## src/rtl/lca_pkg.sv

```systemverilog
// ----------------------------------------------------------------------------
// lca_pkg
// shared types, constants and codes of the light change alert block
// ----------------------------------------------------------------------------
`default_nettype none

package lca_pkg;

  localparam int TIME_BITS_DEF = 32;
  localparam int LUX_BITS_DEF  = 16;
  localparam int PCT_W         = 23;
  localparam int STATUS_W      = 3;
  localparam int CFG_IDX_W     = 3;
  localparam int DELTA_W       = 16;
  localparam int PCT_SCALE     = 100;

  localparam int INIT_WAIT_RST = 30000;
  localparam int INTERVAL_RST  = 1000;
  localparam int DELTA_RST     = 20;
  localparam int RETRIG_RST    = 60000;

  typedef enum logic [STATUS_W-1:0] {
    ST_IGNORED    = 3'd0,
    ST_FIRST      = 3'd1,
    ST_BOTH_ZERO  = 3'd2,
    ST_SMALL      = 3'd3,
    ST_ALERT      = 3'd4,
    ST_SUPPRESSED = 3'd5
  } lca_status_t;

  typedef enum logic [CFG_IDX_W-1:0] {
    REG_ENABLE    = 3'd0,
    REG_BOOT_TIME = 3'd1,
    REG_INIT_WAIT = 3'd2,
    REG_INTERVAL  = 3'd3,
    REG_DELTA     = 3'd4,
    REG_RETRIG    = 3'd5
  } lca_reg_idx_t;

  typedef enum logic [1:0] {
    S_IDLE,
    S_EVAL,
    S_DIV,
    S_FINISH
  } lca_state_t;

  typedef enum logic [1:0] {
    K_IGNORE,
    K_FIRST,
    K_BOTH_ZERO,
    K_DIVIDE
  } lca_kind_t;

  typedef struct packed {
    logic load;
    logic eval;
    logic step;
    logic finish;
  } lca_cmd_t;

  typedef struct packed {
    logic need_div;
    logic out_free;
  } lca_sts_t;

endpackage

`default_nettype wire

```

## src/rtl/lca_if.sv

```systemverilog
// ----------------------------------------------------------------------------
// lca_in_if / lca_out_if
// valid/ready request channels of the light change alert block
// ----------------------------------------------------------------------------
`default_nettype none

interface lca_in_if #(
  parameter int TIME_BITS = lca_pkg::TIME_BITS_DEF,
  parameter int LUX_BITS  = lca_pkg::LUX_BITS_DEF
);
  logic                 valid;
  logic                 ready;
  logic [TIME_BITS-1:0] now_ms;
  logic [LUX_BITS-1:0]  lux;

  modport source (output valid, output now_ms, output lux, input ready);
  modport sink   (input valid, input now_ms, input lux, output ready);
endinterface

interface lca_out_if #(
  parameter int LUX_BITS = lca_pkg::LUX_BITS_DEF
);
  logic                          valid;
  logic                          ready;
  logic [lca_pkg::STATUS_W-1:0]  status;
  logic [LUX_BITS-1:0]           old_lux;
  logic [LUX_BITS-1:0]           new_lux;
  logic [lca_pkg::PCT_W-1:0]     percent_change;

  modport source (output valid, output status, output old_lux, output new_lux,
                  output percent_change, input ready);
  modport sink   (input valid, input status, input old_lux, input new_lux,
                  input percent_change, output ready);
endinterface

`default_nettype wire

```

## src/rtl/lca_ctrl.sv

```systemverilog
// ----------------------------------------------------------------------------
// lca_ctrl
// sequencer: accept, evaluate, divide one bit per cycle when a division is needed, deliver
// ----------------------------------------------------------------------------
`default_nettype none

module lca_ctrl import lca_pkg::*; #(
  parameter int LUX_BITS = LUX_BITS_DEF
) (
  input  wire logic     clk,
  input  wire logic     rst_n,
  input  wire logic     in_valid,
  output logic          in_ready,
  input  wire lca_sts_t sts,
  output lca_cmd_t      cmd
);

  localparam int NW    = LUX_BITS + 7;
  localparam int CNT_W = $clog2(NW);

  lca_state_t       state_r, state_nxt;
  logic [CNT_W-1:0] cnt_r, cnt_nxt;

  always_ff @(posedge clk) begin
    if (!rst_n) begin
      state_r <= S_IDLE;
      cnt_r   <= '0;
    end else begin
      state_r <= state_nxt;
      cnt_r   <= cnt_nxt;
    end
  end

  always_comb begin
    state_nxt = state_r;
    cnt_nxt   = cnt_r;
    in_ready  = 1'b0;
    cmd       = '0;
    unique case (state_r)
      S_IDLE: begin
        in_ready = 1'b1;
        if (in_valid) begin
          cmd.load  = 1'b1;
          state_nxt = S_EVAL;
        end
      end
      S_EVAL: begin
        cmd.eval = 1'b1;
        if (sts.need_div) begin
          cnt_nxt   = CNT_W'(NW - 1);
          state_nxt = S_DIV;
        end else begin
          state_nxt = S_FINISH;
        end
      end
      S_DIV: begin
        cmd.step = 1'b1;
        if (cnt_r == '0) begin
          state_nxt = S_FINISH;
        end else begin
          cnt_nxt = cnt_r - 1'b1;
        end
      end
      S_FINISH: begin
        if (sts.out_free) begin
          cmd.finish = 1'b1;
          state_nxt  = S_IDLE;
        end
      end
      default: state_nxt = S_IDLE;
    endcase
  end

  a_div_ends: assert property (@(posedge clk) disable iff (!rst_n)
    state_r == S_DIV && cnt_r == '0 |=> state_r == S_FINISH)
    else $error("divider did not hand over to finish");

endmodule

`default_nettype wire

```

## src/rtl/lca_dp.sv

```systemverilog
// ----------------------------------------------------------------------------
// lca_dp
// registers, sample gating, restoring divider and result register
// ----------------------------------------------------------------------------
`default_nettype none

module lca_dp import lca_pkg::*; #(
  parameter int TIME_BITS = TIME_BITS_DEF,
  parameter int LUX_BITS  = LUX_BITS_DEF
) (
  input  wire logic                 clk,
  input  wire logic                 rst_n,
  input  wire logic                 cfg_we,
  input  wire logic [CFG_IDX_W-1:0] cfg_index,
  input  wire logic [TIME_BITS-1:0] cfg_wdata,
  input  wire logic [TIME_BITS-1:0] in_now_ms,
  input  wire logic [LUX_BITS-1:0]  in_lux,
  input  wire lca_cmd_t             cmd,
  output lca_sts_t                  sts,
  output logic                      out_valid,
  input  wire logic                 out_ready,
  output logic [STATUS_W-1:0]       out_status,
  output logic [LUX_BITS-1:0]       out_old_lux,
  output logic [LUX_BITS-1:0]       out_new_lux,
  output logic [PCT_W-1:0]          out_pct
);

  localparam int NW = LUX_BITS + 7;
  localparam int CW = (NW > DELTA_W) ? NW : DELTA_W;

  // configuration
  logic                 enable_r;
  logic [TIME_BITS-1:0] boot_r, init_wait_r, interval_r, retrig_r;
  logic [DELTA_W-1:0]   delta_r;

  // state
  logic [LUX_BITS-1:0]  stored_r;
  logic [TIME_BITS-1:0] last_sample_r, last_alert_r;

  // request and work registers
  logic [TIME_BITS-1:0] now_r;
  logic [LUX_BITS-1:0]  lux_r;
  lca_kind_t            kind_r;
  logic [NW-1:0]        quo_r;
  logic [LUX_BITS-1:0]  rem_r;

  // result register
  logic                 out_valid_r;
  lca_status_t          out_status_r, out_status_nxt;
  logic [LUX_BITS-1:0]  out_old_r, out_old_nxt, out_new_r, out_new_nxt;
  logic [PCT_W-1:0]     out_pct_r, out_pct_nxt;

  logic [TIME_BITS-1:0] el_boot, el_sample, el_alert;
  logic                 take, old_zero, big, retrig_ok;
  logic [LUX_BITS-1:0]  diff;
  logic [NW-1:0]        diff_w, dividend;
  logic [LUX_BITS:0]    rem_sh, rem_sub;
  logic                 ge;

  always_ff @(posedge clk) begin
    if (!rst_n) begin
      enable_r    <= 1'b0;
      boot_r      <= '0;
      init_wait_r <= TIME_BITS'(INIT_WAIT_RST);
      interval_r  <= TIME_BITS'(INTERVAL_RST);
      delta_r     <= DELTA_W'(DELTA_RST);
      retrig_r    <= TIME_BITS'(RETRIG_RST);
    end else if (cfg_we) begin
      unique case (lca_reg_idx_t'(cfg_index))
        REG_ENABLE:    enable_r    <= cfg_wdata[0];
        REG_BOOT_TIME: boot_r      <= cfg_wdata;
        REG_INIT_WAIT: init_wait_r <= cfg_wdata;
        REG_INTERVAL:  interval_r  <= cfg_wdata;
        REG_DELTA:     delta_r     <= cfg_wdata[DELTA_W-1:0];
        REG_RETRIG:    retrig_r    <= cfg_wdata;
        default: ;
      endcase
    end
  end

  // sample gating and divider set-up
  always_comb begin
    el_boot   = now_r - boot_r;
    el_sample = now_r - last_sample_r;
    el_alert  = now_r - last_alert_r;
    take      = enable_r && (el_boot >= init_wait_r) && (el_sample >= interval_r);
    old_zero  = (stored_r == '0);
    diff      = (lux_r >= stored_r) ? (lux_r - stored_r) : (stored_r - lux_r);
    diff_w    = NW'(diff);
    dividend  = (diff_w << 6) + (diff_w << 5) + (diff_w << 2);
    rem_sh    = {rem_r, quo_r[NW-1]};
    rem_sub   = rem_sh - {1'b0, stored_r};
    ge        = (rem_sh >= {1'b0, stored_r});
    big       = (CW'(quo_r) >= CW'(delta_r));
    retrig_ok = (el_alert >= retrig_r);
  end

  assign sts.need_div = take && !old_zero;
  assign sts.out_free = !out_valid_r || out_ready;

  always_ff @(posedge clk) begin
    if (cmd.load) begin
      now_r <= in_now_ms;
      lux_r <= in_lux;
    end
    if (cmd.eval) begin
      quo_r <= dividend;
      rem_r <= '0;
    end else if (cmd.step) begin
      quo_r <= {quo_r[NW-2:0], ge};
      rem_r <= ge ? rem_sub[LUX_BITS-1:0] : rem_sh[LUX_BITS-1:0];
    end
  end

  always_ff @(posedge clk) begin
    if (!rst_n) begin
      kind_r <= K_IGNORE;
    end else if (cmd.eval) begin
      if (!take) begin
        kind_r <= K_IGNORE;
      end else if (!old_zero) begin
        kind_r <= K_DIVIDE;
      end else if (lux_r == '0) begin
        kind_r <= K_BOTH_ZERO;
      end else begin
        kind_r <= K_FIRST;
      end
    end
  end

  // result of the finishing cycle
  always_comb begin
    out_status_nxt = ST_IGNORED;
    out_old_nxt    = '0;
    out_new_nxt    = '0;
    out_pct_nxt    = '0;
    unique case (kind_r)
      K_IGNORE: ;
      K_FIRST: begin
        out_status_nxt = ST_FIRST;
        out_new_nxt    = lux_r;
      end
      K_BOTH_ZERO: out_status_nxt = ST_BOTH_ZERO;
      K_DIVIDE: begin
        out_old_nxt = stored_r;
        out_new_nxt = lux_r;
        out_pct_nxt = PCT_W'(quo_r);
        if (!big) begin
          out_status_nxt = ST_SMALL;
        end else if (retrig_ok) begin
          out_status_nxt = ST_ALERT;
        end else begin
          out_status_nxt = ST_SUPPRESSED;
        end
      end
      default: ;
    endcase
  end

  always_ff @(posedge clk) begin
    if (!rst_n) begin
      stored_r      <= '0;
      last_sample_r <= '0;
      last_alert_r  <= '0;
    end else if (cmd.finish && kind_r != K_IGNORE) begin
      last_sample_r <= now_r;
      if (kind_r != K_BOTH_ZERO) begin
        stored_r <= lux_r;
      end
      if (out_status_nxt == ST_ALERT) begin
        last_alert_r <= now_r;
      end
    end
  end

  always_ff @(posedge clk) begin
    if (!rst_n) begin
      out_valid_r <= 1'b0;
    end else if (cmd.finish) begin
      out_valid_r <= 1'b1;
    end else if (out_ready) begin
      out_valid_r <= 1'b0;
    end
  end

  always_ff @(posedge clk) begin
    if (cmd.finish) begin
      out_status_r <= out_status_nxt;
      out_old_r    <= out_old_nxt;
      out_new_r    <= out_new_nxt;
      out_pct_r    <= out_pct_nxt;
    end
  end

  assign out_valid   = out_valid_r;
  assign out_status  = out_status_r;
  assign out_old_lux = out_old_r;
  assign out_new_lux = out_new_r;
  assign out_pct     = out_pct_r;

  a_no_overwrite: assert property (@(posedge clk) disable iff (!rst_n)
    cmd.finish |-> (!out_valid_r || out_ready))
    else $error("result register overwritten before delivery");

  a_rem_bound: assert property (@(posedge clk) disable iff (!rst_n)
    cmd.step |-> (rem_r < stored_r))
    else $error("divider remainder not below divisor");

  a_ignored_zero: assert property (@(posedge clk) disable iff (!rst_n)
    cmd.finish && kind_r == K_IGNORE |=>
      out_valid_r && out_status_r == ST_IGNORED && out_pct_r == '0 && out_new_r == '0)
    else $error("ignored request gave a nonzero result");

endmodule

`default_nettype wire

```

## src/rtl/light_change_alert.sv

```systemverilog
// ----------------------------------------------------------------------------
// light_change_alert
// light level change detector with startup wait, sample interval and
// alert retrigger hold-off
// ----------------------------------------------------------------------------
//  channel   dir  handshake         payload
//  in_chan   in   valid/ready       now_ms, lux
//  out_chan  out  valid/ready       status, old_lux, new_lux, percent_change
//  cfg_*     in   write enable      cfg_index, cfg_wdata
//
//  a request steps from acceptance through evaluate, the divider and finish
//  to the next accept; the restoring divider makes one quotient bit per cycle;
//  a request with no division (ignored, first or both zero) skips the divider
//  the result register lets the next request in while a result waits
//  a stalled result holds the sequencer only in its finishing cycle
//  synchronous reset, no clearing pass
// ----------------------------------------------------------------------------
`default_nettype none

module light_change_alert import lca_pkg::*; #(
  parameter int TIME_BITS = TIME_BITS_DEF,
  parameter int LUX_BITS  = LUX_BITS_DEF
) (
  input  wire logic                 clk,
  input  wire logic                 rst_n,
  lca_in_if.sink                    in_chan,
  lca_out_if.source                 out_chan,
  input  wire logic                 cfg_we,
  input  wire logic [CFG_IDX_W-1:0] cfg_index,
  input  wire logic [TIME_BITS-1:0] cfg_wdata
);

  lca_cmd_t cmd;
  lca_sts_t sts;

  lca_ctrl #(
    .LUX_BITS (LUX_BITS)
  ) u_ctrl (
    .clk      (clk),
    .rst_n    (rst_n),
    .in_valid (in_chan.valid),
    .in_ready (in_chan.ready),
    .sts      (sts),
    .cmd      (cmd)
  );

  lca_dp #(
    .TIME_BITS (TIME_BITS),
    .LUX_BITS  (LUX_BITS)
  ) u_dp (
    .clk         (clk),
    .rst_n       (rst_n),
    .cfg_we      (cfg_we),
    .cfg_index   (cfg_index),
    .cfg_wdata   (cfg_wdata),
    .in_now_ms   (in_chan.now_ms),
    .in_lux      (in_chan.lux),
    .cmd         (cmd),
    .sts         (sts),
    .out_valid   (out_chan.valid),
    .out_ready   (out_chan.ready),
    .out_status  (out_chan.status),
    .out_old_lux (out_chan.old_lux),
    .out_new_lux (out_chan.new_lux),
    .out_pct     (out_chan.percent_change)
  );

endmodule

`default_nettype wire
```

## src/flat_wrapper.sv

```systemverilog
// flat-port wrapper written by rule: the top's interface ports become plain ports
module light_change_alert_flat import lca_pkg::*;
#(
  parameter int TIME_BITS = TIME_BITS_DEF,
  parameter int LUX_BITS  = LUX_BITS_DEF
)
  (clk, rst_n, cfg_we, cfg_index, cfg_wdata, in_chan_valid, in_chan_now_ms, in_chan_lux, in_chan_ready, out_chan_valid, out_chan_status, out_chan_old_lux, out_chan_new_lux, out_chan_percent_change, out_chan_ready);
  lca_in_if #(.TIME_BITS(TIME_BITS), .LUX_BITS(LUX_BITS)) in_chan_i ();
  lca_out_if #(.LUX_BITS(LUX_BITS)) out_chan_i ();
  input  wire logic clk;
  input  wire logic rst_n;
  input  wire logic cfg_we;
  input  wire logic [CFG_IDX_W-1:0] cfg_index;
  input  wire logic [TIME_BITS-1:0] cfg_wdata;
  input wire logic [$bits(in_chan_i.valid)-1:0] in_chan_valid;
  input wire logic [$bits(in_chan_i.now_ms)-1:0] in_chan_now_ms;
  input wire logic [$bits(in_chan_i.lux)-1:0] in_chan_lux;
  output wire logic [$bits(in_chan_i.ready)-1:0] in_chan_ready;
  output wire logic [$bits(out_chan_i.valid)-1:0] out_chan_valid;
  output wire logic [$bits(out_chan_i.status)-1:0] out_chan_status;
  output wire logic [$bits(out_chan_i.old_lux)-1:0] out_chan_old_lux;
  output wire logic [$bits(out_chan_i.new_lux)-1:0] out_chan_new_lux;
  output wire logic [$bits(out_chan_i.percent_change)-1:0] out_chan_percent_change;
  input wire logic [$bits(out_chan_i.ready)-1:0] out_chan_ready;
  assign in_chan_i.valid = in_chan_valid;
  assign in_chan_i.now_ms = in_chan_now_ms;
  assign in_chan_i.lux = in_chan_lux;
  assign in_chan_ready = in_chan_i.ready;
  assign out_chan_valid = out_chan_i.valid;
  assign out_chan_status = out_chan_i.status;
  assign out_chan_old_lux = out_chan_i.old_lux;
  assign out_chan_new_lux = out_chan_i.new_lux;
  assign out_chan_percent_change = out_chan_i.percent_change;
  assign out_chan_i.ready = out_chan_ready;
  light_change_alert #(.TIME_BITS(TIME_BITS), .LUX_BITS(LUX_BITS)) u_core (.clk(clk), .rst_n(rst_n), .in_chan(in_chan_i), .out_chan(out_chan_i), .cfg_we(cfg_we), .cfg_index(cfg_index), .cfg_wdata(cfg_wdata));
endmodule
```

## config.mk

```make
export PLATFORM = sky130hd
export DESIGN_NAME = light_change_alert_flat
export DESIGN_NICKNAME = d
export VERILOG_FILES = /design/src/rtl/lca_pkg.sv /design/src/rtl/lca_if.sv /design/src/rtl/lca_ctrl.sv /design/src/rtl/lca_dp.sv /design/src/rtl/light_change_alert.sv /design/src/flat_wrapper.sv
export SDC_FILE = /design/constraint.sdc
export NUM_CORES = 1
export LEC_CHECK = 0
export BUFFER_PORTS_ARGS = -buffer_cell sky130_fd_sc_hd__buf_4
export CAP_MARGIN = 20
export CORE_MARGIN = 1.5
export CORE_UTILIZATION = 55
export CTS_CLUSTER_DIAMETER = 30
export CTS_CLUSTER_SIZE = 12
export DETAILED_ROUTE_END_ITERATION = 8
export PLACE_DENSITY = 0.73
export SYNTH_ARGS = -nofsm -noshare
export SYNTH_HDL_FRONTEND = slang
export SYNTH_SLANG_ARGS = --single-unit
```

## constraint.sdc

```tcl
create_clock -name clk -period 7.7 [get_ports clk]
set_input_delay 1.54 -clock clk [delete_from_list [all_inputs] [get_ports clk]]
set_output_delay 1.54 -clock clk [all_outputs]
set_load 0.005 [all_outputs]
```

==> results of run 1 <==
[logic make-up after synthesis]
family / after synthesis
compound gates: 680
simple gates: 913
mux: 70
buf+inv: 415
fa+ha+maj: 297
xor+xnor: 110
flops: 380
[area by class of cell]
type,instances,area [µm²]
multi-input cells,2070,14020
repair buffers,168,1270
diodes,1,2.502
well taps,592,740.7
fillers,3681,14880
clock buffers,102,2369
clock inverters,67,774.5
flip-flops and latches,380,8899
inverters,308,1161
[stage by stage]
step | setup slack (ns) | hold slack, ns | cell area (µm²) | instances | total power [mW]
global route | 0.4617 | 0.4646 | 29240 | 3687 | 12.19
CTS | 0.9530 | 0.4523 | 29210 | 3685 | 11.45
floorplan | 1.671 | 0.4347 | 24500 | 2865 | 6.334
global placement | 1.115 | 0.4413 | 26070 | 3516 | 7.385
detailed placement | 1.046 | 0.4465 | 26070 | 3516 | 7.509
finish | 0.9218 | 0.4515 | 29240 | 3688 | 11.45
[flip-flops by register name, indices dropped and copies added (netlist names), 5 cells and up]
| register | flops |
|---|---|
| u_core.u_ctrl.cnt_r | 5 |
| u_core.u_dp.boot_r | 32 |
| u_core.u_dp.delta_r | 16 |
| u_core.u_dp.init_wait_r | 32 |
| u_core.u_dp.interval_r | 32 |
| u_core.u_dp.last_alert_r | 32 |
| u_core.u_dp.last_sample_r | 32 |
| u_core.u_dp.lux_r | 16 |
| u_core.u_dp.now_r | 32 |
| u_core.u_dp.out_new_lux | 16 |
| u_core.u_dp.out_old_lux | 16 |
| u_core.u_dp.out_pct | 23 |
| u_core.u_dp.quo_r | 23 |
| u_core.u_dp.rem_r | 16 |
| u_core.u_dp.retrig_r | 32 |
| u_core.u_dp.stored_r | 16 |
[synthesized netlist by cell type, drive strengths merged (9+ instances only)]
cell	n	area share
nor2	104	0.016
a21oi	302	0.062
o211ai	33	0.010
mux2	16	0.0075
nand2b	19	0.0049
a31oi	11	0.0028
edfxtp	129	0.16
a211oi	25	0.0079
and3	55	0.014
nor3	37	0.0076
nand3	33	0.0067
nand2	507	0.078
nor2b	30	0.0077
nor4	15	0.0038
fa	19	0.016
and2	24	0.0061
nand4	34	0.0087
inv	308	0.047
a21o	88	0.027
o21a	27	0.0083
o21bai	15	0.0046
o31ai	11	0.0039
buf	16	0.0040
clkbuf	91	0.014
a21boi	9	0.0028
o21ai	94	0.020
xnor2	68	0.024
dfxtp	251	0.21
or3	16	0.0041
xor2	42	0.015
ha	278	0.14
or2	10	0.0026
mux2i	54	0.022
[power by group]
part,internal (mW),total (mW),switching (mW)
clock network,2.60,3.88,1.28
logic,2.14,4.90,2.76
registers,2.42,2.67,0.243
total,7.16,11.5,4.29
[path summary, 6_finish.rpt]
path / startpoint / endpoint / slack [ns] / cells after the start
worst max-delay path: u_core.u_dp.stored_r[1]$_SDFFE_PN0P_ / u_core.u_dp.quo_r[21]$_DFFE_PP_ / 0.92 / 23
worst min-delay path: u_core.u_dp.boot_r[5]$_SDFFE_PN0P_ / u_core.u_dp.boot_r[5]$_SDFFE_PN0P_ / 0.45 / 2
worst max register to register: u_core.u_dp.stored_r[1]$_SDFFE_PN0P_ / u_core.u_dp.quo_r[21]$_DFFE_PP_ / 0.92 / 23
worst min register to register: u_core.u_dp.boot_r[5]$_SDFFE_PN0P_ / u_core.u_dp.boot_r[5]$_SDFFE_PN0P_ / 0.45 / 2
[layer usage]
layer / vias to the layer above / part of all wire / track usage
li1: 10260 / - / -
met1: 10060 / 0.44 / 0.3659
met2: 631 / 0.47 / 0.4773
met3: 176 / 0.059 / 0.05333
met4: 2 / 0.038 / 0.1246
met5: - / 0.00020 / 0
[worst register-to-register path, delay by kind of cell, from the launching register on]
kind            cells  cell delay [ns]
compound gates     15             3.37
fa+ha+maj           3             1.35
simple gates        3             0.70
flops               1             0.50
xor+xnor            1             0.44
buf+inv             1             0.17
==> impl_metrics.tcl, run 1 <==
set metrics [dict create \
    most-common-layout-cells "nand2_1, inv_1, a21oi_1, ha_1, dfxtp_1" \
    layout_commonest_cell "nand2_1" \
    clk_path_buf_depth 3 \
    outcome "completed" \
    path_buf_inv 1 \
    required_ns 8.06 \
    fin_crit_ns 6.778 \
    avgSynthCellArea_um2 8.553 \
    cp.arrival_ns 7.14 \
    grt_pass1_wl_mm 106.1 \
    drt_wl_total_mm 66.60 \
    grt_max_degree 107 \
    antenna_found_initial 3 \
    cts_buffers 90 \
    post_cts_resized 0 \
    finalNetCount 3403 \
    syn_inst 2865 \
    critPathKind "register to register" \
    period_share 0.8803 \
    crit_family "compound AO/OA/AOI/OAI gates" \
    initial_core_util 0.5553 \
    yosys-mux-area-fraction 0.02956 \
    viasPerCell 5.730 \
    synth-simple-area-share 0.1698 \
    chipHeight_um 214.1 \
    synth_nets 3250 \
    synth_compound_area_frac 0.1755 \
    fp-row-count 77 \
    p_leak_nw 11.77 \
    final_max_slew_viol_count 0 \
    synth_top_family_by_area "compound AO/OA/AOI/OAI gates" \
    pin_count 148 \
    grt_overflow 0 \
    area_growth_pct 19.33 \
    yosys_most_used_dff "dfxtp_1" \
    htree_levels 3 \
    cts_sinks 380 \
    yosys.area_share.adder 0.1575 \
    fmax_mhz 147.5 \
    slowest_delay_ns 0.55 \
    utilization 0.6627 \
    max_slew.worst_pin.slew_ns 1.095 \
    portBuffers 147 \
    postCtsSetupBuffers 0 \
    vias 21130 \
    synth-async-reset-ratio 0 \
    setup.worst_path.start_class "register" \
    critPathCaptureType "register" \
    rsz0062_at_grt "no" \
    grt_pass1_vias 20670 \
    path_max_fanout 18 \
    powerDensity_mw_per_mm2 391.6 \
    tritoncts "done" \
    ctsHoldBuffers 0 \
    path_clk_slew_ns 0.05 \
    core_area_mm2 0.04412 \
    cp_cell_sequence "inv_1 > fa_1 > a211oi_2 > o21ai_1 > a31o_1 > o31a_1 > o21ai_4 > o31ai_1 > o21ai_0 > a21oi_1 > xnor2_1 > fa_1 > ha_1 > a21o_1 > a21o_1 > a21oi_1 > o211ai_1 > nand3_1 > a31oi_1 > and4_1 > o31a_1 > or3_1 > a31o_2" \
    ys_seq_elements 380 \
    ant_nets 0 \
    max_cap_violations 0 \
    die_area_mm2 0.04583 \
    slew_headroom 0.2700 \
    yosys_warnings 0 \
    die_x_um 214.1 \
    setup-violations-final 0 \
    layout-drive-gt1-share 0.1250 \
    crit_slowest_cell "o21ai_4" \
    grt_usage 0.2874 \
    drt-wirelength-per-cell_um 18.06 \
    gp_congestion 0.9245 \
    clk_latency_ns 0.63 \
    syn-cell-area_mm2 0.02450 \
    seq_area_frac_synth 0.3632 \
    post_synth_num_cell_types 83 \
    hold_path_class "register to register" \
    cts_root_buf "clkbuf_16" \
    ir_worst_vdd_v 0.0003564 \
    drc 0 \
    hold_viol 0 \
    post-dp-hpwl_mm 48.90 \
    drt_pass1_iterations 5 \
    drt_iter0_markers 1309 \
    synth_edf_count 129 \
    skew_ns 0.02592 \
    synthXorXnorAreaFrac 0.03932 \
    setup_tns_ns 0 \
]
Power figures use the tool's default switching activity.
==> run 2: changes to the inputs <==
--- a/config.mk
+++ b/config.mk
@@ -13,6 +13,7 @@
 export CTS_CLUSTER_SIZE = 12
 export DETAILED_ROUTE_END_ITERATION = 8
 export PLACE_DENSITY = 0.73
+export RECOVER_POWER = 100
 export SYNTH_ARGS = -nofsm -noshare
 export SYNTH_HDL_FRONTEND = slang
 export SYNTH_SLANG_ARGS = --single-unit
==> run 2 against run 1 <==
  * Cell area decreased by 0.34%
  * Combinational power barely moved
  * First-iteration DRC count decreased by 1.6%
  * Largest cell class unchanged
  * Critical path depth up 2
  * Flip-flop and latch count did not move
  * Routed wire length down 0.18%
  * Global-route usage stayed put
  * Maximum frequency shrank 1.1%
  * The flow now finishes with violations (max-capacitance violations, max-slew violations)
  * Total power down 0.18%
  * Hold slack about the same
==> impl_metrics.tcl, run 2 (synthesized netlist as in run 1, its figures left out) <==
set metrics [dict create \
    clk_latency_ns 0.63 \
    path_clk_slew_ns 0.05 \
    setup.worst_path.start_class "register" \
    slowest_delay_ns 0.55 \
    vias 21120 \
    required_ns 8.06 \
    drt_wl_total_mm 66.48 \
    outcome "finished, violations left" \
    rr_startpoint "u_core.u_dp.lux_r[0]$_DFFE_PP_" \
    grt_pass1_vias 20670 \
    powerDensity_mw_per_mm2 392.2 \
    die_x_um 214.1 \
    min-delay-start "u_core.u_dp.retrig_r[2]$_SDFFE_PN0P_" \
    fmax_mhz 145.8 \
    reg2reg_slack_ns 0.84 \
    rsz0062_at_grt "no" \
    drt_pass1_iterations 7 \
    grt_pass1_wl_mm 106.1 \
    crit_slowest_cell "o21ai_4" \
    critPathKind "register to register" \
    cts_root_buf "clkbuf_16" \
    path_max_fanout 18 \
    cp.arrival_ns 7.22 \
    hold_viol 0 \
    max_slew.worst_pin.slew_ns 4.168 \
    gp_congestion 0.9245 \
    drt-wirelength-per-cell_um 18.03 \
    portBuffers 147 \
    preCtsSetupSlack_ns 1.046 \
    post-dp-hpwl_mm 48.90 \
    dpl_cell_area_mm2 0.02607 \
    antenna_found_initial 3 \
    area_growth_pct 18.93 \
    cts_sinks 380 \
    clk_path_buf_depth 3 \
    ctsHoldBuffers 0 \
    finalNetCount 3403 \
    drt_iter0_markers 1288 \
    holdPathStages 2 \
    final_max_slew_viol_count 446 \
    tritoncts "done" \
    htree_levels 3 \
    cts_buffers 90 \
    hold_path_class "register to register" \
    core_area_mm2 0.04412 \
    skew_ns 0.02525 \
    ant_nets 0 \
    fin_crit_ns 6.857 \
    worst_slack_ns 0.8433 \
    final_cell_area_mm2 0.02914 \
    most-common-layout-cells "nand2_1, inv_1, a21oi_1, ha_1, dfxtp_1" \
    grt_overflow 0 \
    r2r_cells 25 \
    ir_worst_vdd_v 0.0003566 \
    grt_max_degree 107 \
    hold_ws_ns 0.4520 \
    viasPerCell 5.727 \
    critPathCaptureType "register" \
    reg2reg_to "u_core.u_dp.quo_r[21]$_DFFE_PP_" \
    layout-drive-gt1-share 0.1183 \
    pin_count 148 \
    setup_tns_ns 0 \
    p_leak_nw 11.69 \
    initial_core_util 0.5553 \
    fp-row-count 77 \
    period_share 0.8905 \
    post_cts_resized 0 \
    holdPathEnd "u_core.u_dp.retrig_r[2]$_SDFFE_PN0P_" \
    drc 0 \
    setup-violations-final 0 \
    final_cells 3688 \
    violations "max-capacitance violations, max-slew violations" \
    die_area_mm2 0.04583 \
    chipHeight_um 214.1 \
    layout_commonest_cell "nand2_1" \
    place_inst 3516 \
    slew_headroom -1.794 \
    grt_usage 0.2874 \
    postCtsSetupBuffers 0 \
    max_cap_violations 8 \
]
run 2: cell count changes in the layout (fill, tap and decap cells not counted), moves of 2 or more:
cell / previous run / this run
clkbuf_1: 7 / 19
buf_4: 166 / 50
and2_1: 23 / 9
and2_0: 0 / 15
o21ai_0: 85 / 87
clkbuf_4: 0 / 103
o21ai_1: 5 / 3
run 2: final cells by class:
class,count,area (µm²)
well taps,592,740.7
diodes,1,2.502
clock buffers,102,2369
multi-input cells,2070,13980
flip-flops and latches,380,8899
inverters,308,1157
fillers,3705,14980
clock inverters,67,774.5
repair buffers,168,1222
run 2: routing by layer:
layer	track usage	wire length, µm	vias up
li1	-	-	10270
met1	0.3659	29190	10060
met2	0.4773	30910	606
met3	0.05333	3783	188
met4	0.1246	2590	2
met5	0	13	-
run 2: stage by stage:
stage	utilization	total power, mW
6_report	0.6604	11.43
4_1_cts	0.6621	11.45
3_5_place_dp	0.5909	7.509
5_1_grt	0.6604	12.17
2_1_floorplan	-	6.334
3_3_place_gp	0.5909	7.385
run 2: report_power, final:
group	total, mW	switching (mW)	internal (mW)
Combinational	4.87	2.76	2.12
Clock	3.88	1.28	2.60
Sequential	2.67	0.242	2.43
Total	11.4	4.28	7.15
run 2: worst max path at each step:
stage	start	end	cells past startpoint	slack (ns)
global route	u_core.u_dp.lux_r[0]$_DFFE_PP_	u_core.u_dp.quo_r[21]$_DFFE_PP_	25	0.37
detailed placement	u_core.u_dp.stored_r[1]$_SDFFE_PN0P_	u_core.u_dp.quo_r[21]$_DFFE_PP_	23	1.05
global placement	u_core.u_dp.lux_r[0]$_DFFE_PP_	u_core.u_dp.quo_r[21]$_DFFE_PP_	25	1.11
finish	u_core.u_dp.lux_r[0]$_DFFE_PP_	u_core.u_dp.quo_r[21]$_DFFE_PP_	25	0.84
CTS	u_core.u_dp.stored_r[1]$_SDFFE_PN0P_	u_core.u_dp.quo_r[21]$_DFFE_PP_	23	0.95
floorplan	u_core.u_dp.lux_r[0]$_DFFE_PP_	u_core.u_dp.quo_r[21]$_DFFE_PP_	27	1.67
run 2: critical path: cells and delay by family, from the launching register on:
| family | cells | cell delay [ns] |
|---|---|---|
| and+or+nand+nor | 3 | 0.70 |
| buffers and inverters | 2 | 0.15 |
| DFF | 1 | 0.44 |
| adders and majority gates | 4 | 1.41 |
| AOI/OAI and AO/OA | 15 | 3.45 |
| xor gates and xnor gates | 1 | 0.44 |
==> run 3: changes to the inputs <==
--- a/config.mk
+++ b/config.mk
@@ -12,6 +12,7 @@
 export CTS_CLUSTER_DIAMETER = 30
 export CTS_CLUSTER_SIZE = 12
 export DETAILED_ROUTE_END_ITERATION = 8
+export MAX_ROUTING_LAYER = met4
 export PLACE_DENSITY = 0.73
 export RECOVER_POWER = 100
 export SYNTH_ARGS = -nofsm -noshare
==> run 3 against run 2 <==
  * The run still ends with max-capacitance violations, max-slew violations left
  * Die area stayed put
  * Combinational power shrank 0.8%
  * Global-route usage is 1.3 points higher
  * Utilization up 0.082 points
  * Non-clock buffer count up 2
  * Cell area grew 0.12%
  * Sequential share of layout area about the same
  * Clock power rose by 1%
  * Critical path type unchanged
  * Largest cell class unchanged
==> impl_metrics.tcl, run 3 (synthesized netlist as in run 1, its figures left out) <==
set metrics [dict create \
    outcome "finished, violations left" \
    violations "max-capacitance violations, max-slew violations" \
    cp_cell_sequence "inv_1 > fa_1 > a211oi_1 > o21ai_0 > a31o_1 > o31a_1 > o21ai_4 > o31ai_1 > o21ai_0 > a21oi_1 > xnor2_1 > fa_1 > ha_1 > a21o_1 > a21o_1 > a21oi_1 > o211ai_1 > nand3_1 > a31oi_1 > and4_1 > o31a_1 > or3_1 > a31o_2" \
    grt_max_degree 103 \
    path_clk_slew_ns 0.05 \
    cp.arrival_ns 7.10 \
    seqPwrFrac 0.233 \
    initial_core_util 0.5553 \
    cts_root_buf "clkbuf_16" \
    grt_pass1_wl_mm 108.4 \
    layout_commonest_cell "nand2_1" \
    drt_iter0_markers 1368 \
    antenna_found_initial 0 \
    fp-row-count 77 \
    cts_sinks 380 \
    period_share 0.8743 \
    hold_viol 0 \
    grt_overflow 0 \
    setup-violations-final 0 \
    clk_latency_ns 0.61 \
    ctsHoldBuffers 0 \
    critPathKind "register to register" \
    skew_ns 0.02121 \
    power.internal_mw 7.223 \
    fillers 3681 \
    path_buf_inv 1 \
    top_usage_layer "met2" \
    crit_family "compound AO/OA/AOI/OAI gates" \
    tritoncts "done" \
    p_leak_nw 11.66 \
    grt_pass1_vias 21120 \
    max_slew.worst_pin.slew_ns 3.871 \
    combPwrFrac 0.423 \
    htree_levels 3 \
    most-common-layout-cells "nand2_1, inv_1, a21oi_1, ha_1, dfxtp_1" \
    use_met2 0.4979 \
    portBuffers 147 \
    critPathCaptureType "register" \
    p_sw_mw 4.215 \
    clk_path_buf_depth 3 \
    fin_crit_ns 6.732 \
    ir_worst_vdd_v 0.0003851 \
    core_area_mm2 0.04412 \
    required_ns 8.07 \
    met1_usage 0.3765 \
    fmax_mhz 148.5 \
    hold_path_class "register to register" \
    final_max_slew_viol_count 447 \
    crit_slowest_cell "fa_1" \
    chipHeight_um 214.1 \
    clock_power_share 0.344 \
    post_cts_resized 0 \
    drt-wirelength-per-cell_um 18.12 \
    post-dp-hpwl_mm 49.26 \
    powerDensity_mw_per_mm2 392.0 \
    viasPerCell 5.710 \
    layout-drive-gt1-share 0.1163 \
    drt_pass1_iterations 5 \
    switching_share 0.3685 \
    ant_nets 0 \
    postCtsSetupBuffers 0 \
    setup.worst_path.start_class "register" \
    grt_usage 0.3002 \
    path_max_fanout 15 \
    die_area_mm2 0.04583 \
    pin_count 148 \
    reg2reg_slack_ns 0.97 \
    n_antenna_cell 0 \
    rsz0062_at_grt "no" \
    die_x_um 214.1 \
    finalNetCount 3404 \
    slowest_delay_ns 0.54 \
    utilization 0.6613 \
    drt_wl_total_mm 66.81 \
    slew_headroom -1.581 \
    vias 21050 \
    drc 0 \
    area_growth_pct 19.08 \
    setup_tns_ns 0 \
    gp_congestion 0.9265 \
    grt_util_met3 0.03674 \
    max_cap_violations 10 \
    cts_buffers 89 \
]
## run 3: cell count changes in the layout (fill, tap and decap cells not counted), sizes merged
| cell | delta |
|---|---|
| clkinv | -12 |
| clkinvlp | +11 |
| buf | -3 |
| bufinv | +3 |
| clkbuf | +2 |
| inv | -2 |
| diode | -1 |
| dlymetal6s2s | +1 |
## run 3: path summary, 6_finish.rpt
| path | end | start | cells past startpoint |
|---|---|---|---|
| setup / recovery | u_core.u_dp.quo_r[21]$_DFFE_PP_ | u_core.u_dp.stored_r[1]$_SDFFE_PN0P_ | 23 |
| hold / removal | u_core.u_dp.last_sample_r[17]$_SDFFE_PN0P_ | u_core.u_dp.last_sample_r[17]$_SDFFE_PN0P_ | 2 |
| setup reg to reg | u_core.u_dp.quo_r[21]$_DFFE_PP_ | u_core.u_dp.stored_r[1]$_SDFFE_PN0P_ | 23 |
| hold reg to reg | u_core.u_dp.last_sample_r[17]$_SDFFE_PN0P_ | u_core.u_dp.last_sample_r[17]$_SDFFE_PN0P_ | 2 |
## run 3: worst register-to-register path, delay by kind of cell, from the launching register on
kind	cells	cell delay [ns]
AO/OA/AOI/OAI	15	3.36
flip-flops	1	0.51
AND/OR/NAND/NOR	3	0.67
XOR/XNOR	1	0.45
adder cells (fa/ha/maj)	3	1.34
buffers and inverters	1	0.17
## run 3: layout make-up
| cell class | count | area [µm²] | share of cell area |
|---|---|---|---|
| multi-input combinational | 2070 | 13980 | 0.4790 |
| sequential | 380 | 8899 | 0.3050 |
| clock buffer | 100 | 2351 | 0.08057 |
| timing repair buffer | 170 | 1220 | 0.04181 |
| inverter | 308 | 1157 | 0.03967 |
| clock inverter | 67 | 833.3 | 0.02856 |
| tap | 592 | 740.7 | 0.02539 |
## run 3: stage by stage
| step | hold slack (ns) | instances | instance area, µm² | total power [mW] | setup WS [ns] |
|---|---|---|---|---|---|
| floorplan | 0.4347 | 2865 | 24500 | 6.334 | 1.671 |
| global placement | 0.4411 | 3516 | 26070 | 7.381 | 1.262 |
| detailed placement | 0.4467 | 3516 | 26070 | 7.494 | 1.116 |
| CTS | 0.4527 | 3683 | 29260 | 11.49 | 1.091 |
| global route | 0.4629 | 3687 | 29180 | 12.22 | 0.5633 |
| finish | 0.4520 | 3687 | 29180 | 11.44 | 0.9681 |
## run 3: power groups by stage
| stage | registers, mW | clock network, mW | logic [mW] |
|---|---|---|---|
| 4_1_cts | 2.66 | 3.98 | 4.85 |
| 3_3_place_gp | 2.69 | 0 | 4.69 |
| 5_1_grt | 2.69 | 4.09 | 5.44 |
| 2_1_floorplan | 2.59 | 0 | 3.75 |
| 6_report | 2.67 | 3.93 | 4.83 |
| 3_5_place_dp | 2.69 | 0 | 4.80 |
## run 3: metal layers
metal  part of all wire  wire length [µm]  up-vias
met5                  0                 0        -
met4              0.030              2005        0
met3              0.050              3333      126
met2               0.47             31710      579
met1               0.45             29750    10080
li1                   -                 -    10270
